`config.mk`:
```
export PLATFORM = sky130hd
export DESIGN_NAME = selective_pixel_desaturation
export DESIGN_NICKNAME = d
export VERILOG_FILES = /design/src/spd_pkg.sv /design/src/selective_pixel_desaturation.sv
export VERILOG_INCLUDE_DIRS = /design/src /design/src/src
export SDC_FILE = /design/constraint.sdc
export NUM_CORES = 2
export LEC_CHECK = 0
export BUFFER_PORTS_ARGS = -buffer_cell sky130_fd_sc_hd__buf_4
export CELL_PAD_IN_SITES_DETAIL_PLACEMENT = 0
export CELL_PAD_IN_SITES_GLOBAL_PLACEMENT = 1
export CORE_ASPECT_RATIO = 0.8
export CORE_UTILIZATION = 50
export CTS_CLUSTER_DIAMETER = 80
export CTS_CLUSTER_SIZE = 24
export DETAILED_ROUTE_END_ITERATION = 8
export HOLD_SLACK_MARGIN = 0.15
export MAX_ROUTING_LAYER = met4
export PLACE_DENSITY_LB_ADDON = 0.15
export SYNTH_ARGS = -nofsm -noshare
export SYNTH_HDL_FRONTEND = slang
export SYNTH_SLANG_ARGS = --single-unit
```
`constraint.sdc`:
```
create_clock -name clk -period 19.9 [get_ports clk]
set_input_delay 3.98 -clock clk [delete_from_list [all_inputs] [get_ports clk]]
set_output_delay 3.98 -clock clk [all_outputs]
set_load 0.05 [all_outputs]
```
`src/selective_pixel_desaturation_assert.svh`:
```
// ----------------------------------------------------------------------------
// Assertion macros for the selective pixel desaturation block
// Property wrappers that vanish when the block is synthesised.
// ----------------------------------------------------------------------------
`ifndef SELECTIVE_PIXEL_DESATURATION_ASSERT_SVH
`define SELECTIVE_PIXEL_DESATURATION_ASSERT_SVH

`ifndef SYNTHESIS

// Consequent must hold in the same cycle as the antecedent.
`define SPD_ASSERT_NOW(lbl, clk, rst_n, ante, cons, msg) \
    lbl: assert property (@(posedge clk) disable iff (!rst_n) (ante) |-> (cons)) \
        else $error(msg);

// Consequent must hold in the cycle after the antecedent.
`define SPD_ASSERT_NEXT(lbl, clk, rst_n, ante, cons, msg) \
    lbl: assert property (@(posedge clk) disable iff (!rst_n) (ante) |=> (cons)) \
        else $error(msg);

`else

`define SPD_ASSERT_NOW(lbl, clk, rst_n, ante, cons, msg)
`define SPD_ASSERT_NEXT(lbl, clk, rst_n, ante, cons, msg)

`endif

`endif

```
`src/spd_pkg.sv`:
```
// ----------------------------------------------------------------------------
// Selective pixel desaturation package
// Widths, codes, word types and helper functions shared by the block.
// ----------------------------------------------------------------------------
`timescale 1ns / 1ps

package spd_pkg;

    localparam int CH_W      = 8;
    localparam int KEY_W     = 9;
    localparam int HNUM_W    = 14;
    localparam int HQ_W      = 6;
    localparam int PULL_W    = 7;
    localparam int PROD_W    = 15;
    localparam int NUM_W     = 24;
    localparam int DEN_W     = 16;
    localparam int Q_W       = 8;
    localparam int CFG_W     = 9;
    localparam int CFG_IDX_W = 2;
    localparam int MODE_W    = 3;
    localparam int SAT_W     = 7;
    localparam int PMODE_W   = 2;

    // Key source
    localparam logic [MODE_W-1:0] KEY_LIGHT = 3'd0;
    localparam logic [MODE_W-1:0] KEY_HUE   = 3'd1;
    localparam logic [MODE_W-1:0] KEY_RED   = 3'd2;
    localparam logic [MODE_W-1:0] KEY_GREEN = 3'd3;
    localparam logic [MODE_W-1:0] KEY_BLUE  = 3'd4;

    // Register indexes
    localparam logic [CFG_IDX_W-1:0] CFG_KEY_MODE   = 2'd0;
    localparam logic [CFG_IDX_W-1:0] CFG_THRESHOLD  = 2'd1;
    localparam logic [CFG_IDX_W-1:0] CFG_BLUR_WIDTH = 2'd2;
    localparam logic [CFG_IDX_W-1:0] CFG_SAT_KEPT   = 2'd3;

    // Pull applied to a pixel
    localparam logic [PMODE_W-1:0] PULL_NONE = 2'd0;
    localparam logic [PMODE_W-1:0] PULL_FULL = 2'd1;
    localparam logic [PMODE_W-1:0] PULL_BAND = 2'd2;

    localparam logic [KEY_W-1:0]  HUE_SECTOR = 9'd60;
    localparam logic [PULL_W-1:0] PERCENT    = 7'd100;

    // Pipeline stage positions
    localparam int STAGES = 12;
    localparam int ST_IN  = 0;
    localparam int ST_H1  = 1;
    localparam int ST_H3  = 3;
    localparam int ST_KEY = 4;
    localparam int ST_MUL = 5;
    localparam int ST_NUM = 6;
    localparam int ST_D1  = 7;
    localparam int ST_D4  = 10;
    localparam int ST_OUT = 11;

    typedef logic [CH_W-1:0] chan_t;

    typedef struct packed {
        chan_t red_in;
        chan_t green_in;
        chan_t blue_in;
    } pixel_in_t;

    typedef struct packed {
        chan_t red_out;
        chan_t green_out;
        chan_t blue_out;
    } pixel_out_t;

    // Everything a pixel carries down the pipe; later fields fill as it goes
    typedef struct packed {
        chan_t [2:0]                ch;     // 0 red, 1 green, 2 blue
        chan_t                      hi;
        chan_t                      lo;
        logic [KEY_W-1:0]           base;
        logic [HNUM_W-1:0]          hrem;
        chan_t                      hden;
        logic [HQ_W-1:0]            hq;
        logic [PMODE_W-1:0]         pmode;
        logic [KEY_W-1:0]           band;
        logic [DEN_W-1:0]           den;
        logic [2:0][PROD_W-1:0]     prod;
        logic [2:0][NUM_W-1:0]      rem;
        logic [2:0][Q_W-1:0]        q;
    } pipe_t;

    function automatic chan_t max3(input chan_t a, input chan_t b, input chan_t c);
        chan_t m;
        m = (a > b) ? a : b;
        return (m > c) ? m : c;
    endfunction

    function automatic chan_t min3(input chan_t a, input chan_t b, input chan_t c);
        chan_t m;
        m = (a < b) ? a : b;
        return (m < c) ? m : c;
    endfunction

    // Middle channel, ties resolved in a fixed order
    function automatic chan_t mid3(input chan_t r, input chan_t g, input chan_t b,
                                   input chan_t hi, input chan_t lo);
        chan_t v;
        if (r == lo)
        begin
            v = (g == hi) ? b : g;
        end
        else if (g == lo)
        begin
            v = (r == hi) ? b : r;
        end
        else
        begin
            v = (g == hi) ? r : g;
        end
        return v;
    endfunction

    // Hue sector offset, first matching ordering wins
    function automatic logic [KEY_W-1:0] hue_base(input chan_t r, input chan_t g,
                                                  input chan_t b, input chan_t hi,
                                                  input chan_t lo);
        logic [KEY_W-1:0] base;
        base = '0;
        if (r == hi && b == lo)
        begin
            base = '0;
        end
        else if (g == hi && b == lo)
        begin
            base = HUE_SECTOR;
        end
        else if (g == hi && r == lo)
        begin
            base = KEY_W'(HUE_SECTOR * KEY_W'(2));
        end
        else if (b == hi && r == lo)
        begin
            base = KEY_W'(HUE_SECTOR * KEY_W'(3));
        end
        else if (b == hi && g == lo)
        begin
            base = KEY_W'(HUE_SECTOR * KEY_W'(4));
        end
        else if (r == hi && g == lo)
        begin
            base = KEY_W'(HUE_SECTOR * KEY_W'(5));
        end
        return base;
    endfunction

    // One restoring step of the hue division: {quotient bit, remainder}
    function automatic logic [HNUM_W:0] hue_div_step(input logic [HNUM_W-1:0] rem,
                                                     input chan_t den,
                                                     input int unsigned sh);
        logic [HNUM_W-1:0] sub;
        sub = HNUM_W'({{(HNUM_W-CH_W){1'b0}}, den} << sh);
        if (rem >= sub)
        begin
            return {1'b1, HNUM_W'(rem - sub)};
        end
        return {1'b0, rem};
    endfunction

    // One restoring step of the pull division: {quotient bit, remainder}
    function automatic logic [NUM_W:0] pull_div_step(input logic [NUM_W-1:0] rem,
                                                     input logic [DEN_W-1:0] den,
                                                     input int unsigned sh);
        logic [NUM_W-1:0] sub;
        sub = NUM_W'({{(NUM_W-DEN_W){1'b0}}, den} << sh);
        if (rem >= sub)
        begin
            return {1'b1, NUM_W'(rem - sub)};
        end
        return {1'b0, rem};
    endfunction

endpackage

```
`src/selective_pixel_desaturation.sv`:
```
// ----------------------------------------------------------------------------
// Selective pixel desaturation
// Pulls the channels of pixels whose key lies below a threshold toward the
// pixel maximum, with a soft band beneath the threshold.
//
//   channel   direction   handshake               word
//   in        into block  in_valid / in_stall     in_data  (pixel_in_t)
//   out       from block  out_valid / out_stall   out_data (pixel_out_t)
//   cfg       into block  cfg_en                  cfg_index, cfg_data
//
// Twelve register stages: one word enters per cycle while in_stall is low.
// The hue division takes three stages and the pull division four, two
// quotient bits in each stage; these set the depth of the pipe.
// Reset clears the stage valid bits and the config registers (all zero), not the stage data.
// A stall at the output holds only the full stages behind it; empty stages
// still fill, so words are taken until every stage holds one.
// ----------------------------------------------------------------------------
`timescale 1ns / 1ps

`include "selective_pixel_desaturation_assert.svh"

module selective_pixel_desaturation
    import spd_pkg::*;
(
    input  logic                 clk,
    input  logic                 rst_n,
    input  logic                 cfg_en,
    input  logic [CFG_IDX_W-1:0] cfg_index,
    input  logic [CFG_W-1:0]     cfg_data,
    input  logic                 in_valid,
    output logic                 in_stall,
    input  pixel_in_t            in_data,
    output logic                 out_valid,
    input  logic                 out_stall,
    output pixel_out_t           out_data
);

    logic [MODE_W-1:0] key_mode_reg;
    logic [KEY_W-1:0]  threshold_reg;
    logic [KEY_W-1:0]  blur_width_reg;
    logic [SAT_W-1:0]  saturation_kept_reg;

    logic [STAGES-1:0] valid_reg;
    logic [STAGES-1:0] valid_next;
    logic [STAGES-1:0] adv;
    pipe_t             stage_reg  [STAGES];
    pipe_t             stage_calc [STAGES];
    pipe_t             stage_next [STAGES];

    // ------------------------------------------------------------------
    // Registers
    // ------------------------------------------------------------------
    always_ff @(posedge clk or negedge rst_n)
    begin
        if (!rst_n)
        begin
            key_mode_reg        <= '0;
            threshold_reg       <= '0;
            blur_width_reg      <= '0;
            saturation_kept_reg <= '0;
        end
        else if (cfg_en)
        begin
            case (cfg_index)
                CFG_KEY_MODE:   key_mode_reg        <= cfg_data[MODE_W-1:0];
                CFG_THRESHOLD:  threshold_reg       <= cfg_data[KEY_W-1:0];
                CFG_BLUR_WIDTH: blur_width_reg      <= cfg_data[KEY_W-1:0];
                CFG_SAT_KEPT:   saturation_kept_reg <= cfg_data[SAT_W-1:0];
                default:        key_mode_reg        <= key_mode_reg;
            endcase
        end
    end

    // ------------------------------------------------------------------
    // Flow control: a stage advances when empty or when the one ahead does
    // ------------------------------------------------------------------
    always_comb
    begin
        adv[STAGES-1] = !valid_reg[STAGES-1] || !out_stall;
        for (int i = STAGES - 2; i >= 0; i--)
        begin
            adv[i] = !valid_reg[i] || adv[i+1];
        end
        valid_next[0] = adv[0] ? in_valid : valid_reg[0];
        for (int i = 1; i < STAGES; i++)
        begin
            valid_next[i] = adv[i] ? valid_reg[i-1] : valid_reg[i];
        end
    end

    assign in_stall = !adv[0];

    // ------------------------------------------------------------------
    // Stage logic
    // ------------------------------------------------------------------
    always_comb
    begin
        chan_t                  mid;
        logic [HNUM_W:0]        hstep;
        logic [NUM_W:0]         nstep;
        logic [KEY_W-1:0]       key;
        logic [KEY_W-1:0]       hue;
        logic                   key_ok;
        logic signed [KEY_W:0]  band_lo;
        logic signed [KEY_W:0]  key_s;
        logic [PULL_W-1:0]      keep;
        logic [PULL_W-1:0]      pull;

        // Input: extremes, hue sector, hue numerator and hue denominator
        stage_calc[ST_IN]        = '0;
        stage_calc[ST_IN].ch[0]  = in_data.red_in;
        stage_calc[ST_IN].ch[1]  = in_data.green_in;
        stage_calc[ST_IN].ch[2]  = in_data.blue_in;
        stage_calc[ST_IN].hi     = max3(in_data.red_in, in_data.green_in, in_data.blue_in);
        stage_calc[ST_IN].lo     = min3(in_data.red_in, in_data.green_in, in_data.blue_in);
        mid = mid3(in_data.red_in, in_data.green_in, in_data.blue_in,
                   stage_calc[ST_IN].hi, stage_calc[ST_IN].lo);
        stage_calc[ST_IN].base   = hue_base(in_data.red_in, in_data.green_in,
                                            in_data.blue_in, stage_calc[ST_IN].hi,
                                            stage_calc[ST_IN].lo);
        stage_calc[ST_IN].hrem   = HNUM_W'(chan_t'(mid - stage_calc[ST_IN].lo))
                                   * HNUM_W'(HUE_SECTOR);
        stage_calc[ST_IN].hden   = stage_calc[ST_IN].hi - stage_calc[ST_IN].lo;

        // Hue division, two quotient bits per stage, MSB first
        for (int j = ST_H1; j <= ST_H3; j++)
        begin
            stage_calc[j] = stage_reg[j-1];
            for (int b = 1; b >= 0; b--)
            begin
                hstep = hue_div_step(stage_calc[j].hrem, stage_calc[j].hden,
                                     2 * (ST_H3 - j) + b);
                stage_calc[j].hq   = {stage_calc[j].hq[HQ_W-2:0], hstep[HNUM_W]};
                stage_calc[j].hrem = hstep[HNUM_W-1:0];
            end
        end

        // Key and classification against the band
        stage_calc[ST_KEY] = stage_reg[ST_KEY-1];
        hue = (stage_reg[ST_KEY-1].hi == stage_reg[ST_KEY-1].lo) ? '0 :
              KEY_W'(stage_reg[ST_KEY-1].base + KEY_W'(stage_reg[ST_KEY-1].hq));
        key_ok = 1'b1;
        case (key_mode_reg)
            KEY_LIGHT: key = KEY_W'((KEY_W'(stage_reg[ST_KEY-1].hi)
                                     + KEY_W'(stage_reg[ST_KEY-1].lo)) >> 1);
            KEY_HUE:   key = hue;
            KEY_RED:   key = KEY_W'(stage_reg[ST_KEY-1].ch[0]);
            KEY_GREEN: key = KEY_W'(stage_reg[ST_KEY-1].ch[1]);
            KEY_BLUE:  key = KEY_W'(stage_reg[ST_KEY-1].ch[2]);
            default:
            begin
                key    = '0;
                key_ok = 1'b0;
            end
        endcase
        band_lo = $signed({1'b0, threshold_reg}) - $signed({1'b0, blur_width_reg});
        key_s   = $signed({1'b0, key});
        stage_calc[ST_KEY].pmode = PULL_NONE;
        stage_calc[ST_KEY].band  = blur_width_reg - (threshold_reg - key);
        if (key_ok && key_s < band_lo)
        begin
            stage_calc[ST_KEY].pmode = PULL_FULL;
        end
        else if (key_ok && key_s > band_lo && key < threshold_reg)
        begin
            stage_calc[ST_KEY].pmode = PULL_BAND;
        end
        // Never a zero divisor: a word outside the band divides by the plain percent
        stage_calc[ST_KEY].den = (stage_calc[ST_KEY].pmode == PULL_BAND) ?
                                 DEN_W'(DEN_W'(blur_width_reg) * DEN_W'(PERCENT)) :
                                 DEN_W'(PERCENT);

        // Distance to the maximum times the pull percentage
        stage_calc[ST_MUL] = stage_reg[ST_MUL-1];
        keep = (saturation_kept_reg > PERCENT) ? PERCENT : saturation_kept_reg;
        pull = PERCENT - keep;
        for (int c = 0; c < 3; c++)
        begin
            stage_calc[ST_MUL].prod[c] =
                PROD_W'(chan_t'(stage_reg[ST_MUL-1].hi - stage_reg[ST_MUL-1].ch[c]))
                * PROD_W'(pull);
        end

        // Dividend: band words weighted by their place in the band, no-pull words zero
        stage_calc[ST_NUM] = stage_reg[ST_NUM-1];
        for (int c = 0; c < 3; c++)
        begin
            stage_calc[ST_NUM].q[c] = '0;
            case (stage_reg[ST_NUM-1].pmode)
                PULL_FULL: stage_calc[ST_NUM].rem[c] = NUM_W'(stage_reg[ST_NUM-1].prod[c]);
                PULL_BAND: stage_calc[ST_NUM].rem[c] =
                               NUM_W'(stage_reg[ST_NUM-1].prod[c])
                               * NUM_W'(stage_reg[ST_NUM-1].band);
                default:   stage_calc[ST_NUM].rem[c] = '0;
            endcase
        end

        // Pull division, two quotient bits per stage, MSB first
        for (int j = ST_D1; j <= ST_D4; j++)
        begin
            stage_calc[j] = stage_reg[j-1];
            for (int c = 0; c < 3; c++)
            begin
                for (int b = 1; b >= 0; b--)
                begin
                    nstep = pull_div_step(stage_calc[j].rem[c], stage_calc[j].den,
                                          2 * (ST_D4 - j) + b);
                    stage_calc[j].q[c]   = {stage_calc[j].q[c][Q_W-2:0], nstep[NUM_W]};
                    stage_calc[j].rem[c] = nstep[NUM_W-1:0];
                end
            end
        end

        // Apply the pull
        stage_calc[ST_OUT] = stage_reg[ST_OUT-1];
        for (int c = 0; c < 3; c++)
        begin
            stage_calc[ST_OUT].ch[c] = stage_reg[ST_OUT-1].ch[c]
                                       + chan_t'(stage_reg[ST_OUT-1].q[c]);
        end

        // Hold a stage whose word cannot move on
        for (int i = 0; i < STAGES; i++)
        begin
            stage_next[i] = adv[i] ? stage_calc[i] : stage_reg[i];
        end
    end

    always_ff @(posedge clk or negedge rst_n)
    begin
        if (!rst_n)
        begin
            valid_reg <= '0;
        end
        else
        begin
            valid_reg <= valid_next;
        end
    end

    always_ff @(posedge clk)
    begin
        for (int i = 0; i < STAGES; i++)
        begin
            stage_reg[i] <= stage_next[i];
        end
    end

    assign out_valid          = valid_reg[ST_OUT];
    assign out_data.red_out   = stage_reg[ST_OUT].ch[0];
    assign out_data.green_out = stage_reg[ST_OUT].ch[1];
    assign out_data.blue_out  = stage_reg[ST_OUT].ch[2];

    // ------------------------------------------------------------------
    // Assertions
    // ------------------------------------------------------------------
    `SPD_ASSERT_NOW(a_stall_only_when_full, clk, rst_n, in_stall, &valid_reg, "input stalled with an empty stage")
    `SPD_ASSERT_NEXT(a_out_held, clk, rst_n, out_valid && out_stall, out_valid, "stalled output word lost")
    `SPD_ASSERT_NOW(a_hue_range, clk, rst_n, valid_reg[ST_H3] && (stage_reg[ST_H3].hi != stage_reg[ST_H3].lo), stage_reg[ST_H3].hq <= HQ_W'(HUE_SECTOR), "hue fraction above one sector")
    `SPD_ASSERT_NOW(a_pull_range, clk, rst_n, valid_reg[ST_D4], (stage_reg[ST_D4].q[0] <= stage_reg[ST_D4].hi - stage_reg[ST_D4].ch[0]) && (stage_reg[ST_D4].q[1] <= stage_reg[ST_D4].hi - stage_reg[ST_D4].ch[1]) && (stage_reg[ST_D4].q[2] <= stage_reg[ST_D4].hi - stage_reg[ST_D4].ch[2]), "pull overshoots the maximum")

endmodule
```
---- Yosys cells after proc, flatten, opt, wreduce, memory -nomap -nowiden ----
Memories as Yosys holds them, arrays and structs flattened.
Index checks and enable logic that the tools add are counted.
word-level totals
  register bits after elaboration ......... 40
  bits in writable memories ............... 2940
  output and inout bits ................... 26
  logic and storage cells ................. 293
  memories ................................ 1
cells by class
  add/sub/neg operators ................... 44
  multiply operators ...................... 8
  order comparisons ....................... 38
  eq/ne operators ......................... 17
  mux-type cells .......................... 127
  reduce and logical (&&, ||, !) cells .... 42
memories
  name       words  width  rd ports  clocked after memory_dff  wr ports  line                                RTL
  stage_reg  12     245    12        0                         12        selective_pixel_desaturation.sv:46  pipe_t stage_reg [STAGES];
operators by type and width
  operator          number
  $mux W245         12
  $mux W25          48
  $mux W15          12
  $pmux W24 S2      3
  $ge A24 B16 Y1    3
  $ge A24 B17 Y1    3
  $ge A24 B18 Y1    3
  $ge A24 B19 Y1    3
  $ge A24 B20 Y1    3
  $ge A24 B21 Y1    3
  $ge A24 B22 Y1    3
  $ge A24 B23 Y1    3
  $mul A15 B9 Y24   3
  $mux W8           9
  $sub A24 B16 Y24  3
  $sub A24 B17 Y24  3
  $sub A24 B18 Y24  3
  $sub A24 B19 Y24  3
  $sub A24 B20 Y24  3
  $sub A24 B21 Y24  3
  $sub A24 B22 Y24  3
  $sub A24 B23 Y24  3
  $mux W9           7
  $eq A8 B8 Y1      7
  45 further kinds  127

---- Depth between registers and ports, before layout ----
  word-level depth ........................ 14
  depth in mapped cells ................... 44
  depth with buffers taken out ............ 39

---- Worst setup path before layout ----
No wires, ideal clock.
  kind .................................... input to output
  start point ............................. in out_stall
  end point ............................... out in_stall
  data arrival time ....................... 13637 ps
  required time ........................... 15920 ps
  path slack .............................. 2283 ps
  stages on the path ...................... 8
  buffers on the path ..................... 0
  path through ............................ nand3_1 -> nor2_1 -> nand3_1 -> nor2_1 -> nand3_1 -> inv_1 -> nand3_1 -> inv_1
between the ends
  longest elaborated chain between the ends .. 14
RTL lines
  item                              line                                RTL
  start: declaration                selective_pixel_desaturation.sv:34  input logic out_stall,
  $logic_not A1 Y1                  selective_pixel_desaturation.sv:79  adv[STAGES-1] = !valid_reg[STAGES-1] || !out_stall;
  $logic_or A1 B1 Y1                selective_pixel_desaturation.sv:79
  $logic_or A1 B1 Y1 (6 in series)  selective_pixel_desaturation.sv:82  adv[i] = !valid_reg[i] || adv[i+1];
  named net adv[5]                  selective_pixel_desaturation.sv:45  logic [STAGES-1:0] adv;
  $logic_or A1 B1 Y1 (3 in series)  selective_pixel_desaturation.sv:82
  named net adv[2]                  selective_pixel_desaturation.sv:45
  $logic_or A1 B1 Y1 (2 in series)  selective_pixel_desaturation.sv:82
  $logic_not A1 Y1                  selective_pixel_desaturation.sv:91  assign in_stall = !adv[0];
  end: declaration                  selective_pixel_desaturation.sv:31  output logic in_stall,
The timed path passes the listed nets, and every way through them passes these cells.

==> impl_metrics.ini <==
[status]
status = complete, no violations

[global_route]
grt_use_total_pct = 27.4
grt_pass1_vias = 53100
overflow = 0
grt_max_degree = 76
antenna_found_initial = 13
grt_pass1_wl_um = 321000

[sta]
hold_viol = 0
fmax_ghz = 0.0740
rsz0062_at_grt = false
finalSetupViolCount = 0
max_slew_margin_pct = 25.4
clock_skew_ps = 45.5
worst_pin_slew_ps = 1110
timing.final.crit_share_pct = 67.9
setup-tns-final_ps = 0
slew_viol_final = 0
finalCriticalPeriod_ps = 13510

[finish]
layout_common_cells = edfxtp_1, inv_1, ha_1
instances_no_fill = 9428
layout_commonest_cell = edfxtp_1
syn2layout_area_growth_pct = 5.83
fin_util_pct = 53.3
drive_gt1_share_pct = 6.48
largest_register_ffs = 959
n_fill_cell = 13785
layout.nets = 8604

[cts]
post_cts_buffers = 0
clk-insertion-delay-late_ps = 740
cts_root_buf = clkbuf_16
cts_buffers = 59
clk_path_buf_depth = 3
cts-resized-gates = 0
postCtsHoldBufs = 0
cts_tree = built
cts_sinks = 999
clk_pin_slew_worst_paths_ps = 90
htreeDepth = 2

[logic_synthesis]
yosys.area.top_type = edfxtp_1
syn-cell-area_mm2 = 0.0778
postSynthAreaPerCell_um2 = 10.5
synth_area_leaders = edfxtp_1, ha_1, fa_1, inv_1, xnor2_1
synth_edf_count = 959
ys_ff_latch = 999
synthCells = 7383
ys_seq_area_share_pct = 38.3
ys_async_sr_fraction_pct = 4.00
ys.flop_type = edfxtp_1
yosys.cell_types.count = 106
synth_nets = 8640
synth_top_area_share_pct = 37.0
yosys_warnings = 0

[job]
cap_viol_max_count = 0

[setup_path]
crit_arrival_ps = 13990
rr_endpoint = stage_reg[1][355]
reg2reg_from = saturation_kept_reg[3]
cp_max_fo = 23
required_ps = 20380
critical-path-max-stage-delay_ps = 770
critPathKind = primary input to flip-flop
regToRegSetupSlack_ps = 11790
cp_num_buf_inv = 4
start_kind = primary input
critPathTopFamily = compound AO/OA/AOI/OAI gates
reg2reg_depth = 23
cpMaxStageDelayCell = a21oi_1
crit_path_frequent_cell = a21oi_1
endpoint_kind = flip-flop

[floorplan]
ios = 66
dieWidth_um = 443
fp.dieH_um = 355
core_area_mm2 = 0.155
dieArea_mm2 = 0.157
initial_utilization_pct = 50.3
fp-row-count = 129

[worst_hold_path]
holdPathEnd = stage_reg[0][488]
holdCritStartpoint = stage_reg[0][243]
hold_path.class = flip-flop to flip-flop
min_path_cells = 0

[placement]
port-buffer-count = 65
place_hpwl_um = 164000
dp_cells = 9316
finalWeightedCongestion = 0.923

[route]
vias = 53821
wl_per_cell_um = 22.3
wirelength_um = 211000
drt_iter0_drc = 3968
ant_nets = 0
first_pass_iters = 6
drc_errors = 0
post_drt_via_cell_ratio = 5.71
## final cells by class
type	count	area, um^2	area share, %
timing repair buffer	119	893	1.08
sequential	999	29800	36.2
multi-input combinational	5300	43900	53.3
clock inverter	27	438	0.532
tap	2030	2540	3.08
antenna	6	15.0	0.0182
inverter	868	3260	3.96
clock buffer	79	1550	1.88
## Yosys cell counts, types with 103 or more instances
library cell	instances
o21ai_0	283
nor3_1	103
inv_1	864
clkbuf_1	145
xnor2_1	333
edfxtp_1	959
nand3_1	106
nor2_1	414
xor2_1	145
mux2_2	189
fa_1	419
a21oi_1	451
a21o_1	167
and2_1	220
nand2_1	629
ha_1	798
## how the worst max path moves through the flow
stage	to	depth (start not counted)	slack [ps]	start
2_1_floorplan	in_stall	8	2280	out_stall
5_1_grt	stage_reg[0][195]	35	5670	in_data[10]
3_3_place_gp	stage_reg[0][195]	35	5520	in_data[10]
3_5_place_dp	stage_reg[0][195]	35	5730	in_data[10]
4_1_cts	stage_reg[0][195]	35	6470	in_data[10]
6_report	stage_reg[0][195]	35	6390	in_data[10]
## per-layer routing
| layer | track usage, % | up-vias | share of wire (%) |
|---|---|---|---|
| li1 | - | 25719 | - |
| met1 | 37.8 | 26667 | 46 |
| met2 | 44.0 | 1233 | 47 |
| met3 | 3.07 | 202 | 5.1 |
| met4 | 5.01 | 0 | 1.7 |
| met5 | - | - | 0 |
## stage by stage
step	cell area, um^2	setup slack (ps)	hold WS, ps
detailed placement	80400	5730	405
global route	82400	5670	421
global placement	80400	5520	401
CTS	82400	6470	418
finish	82400	6390	417
floorplan	77800	2280	400
## cell families after synthesis
family / share of synthesized area (%)
muxes: 3.37
adders and majority gates: 23.6
xor gates and xnor gates: 5.38
AOI/OAI and AO/OA: 11.4
and+or+nand+nor: 12.5
buffers and inverters: 5.43
DFF: 38.3
Power is not shown: default switching activity piles up to over one toggle a cycle in this logic, so the estimate is an artifact.
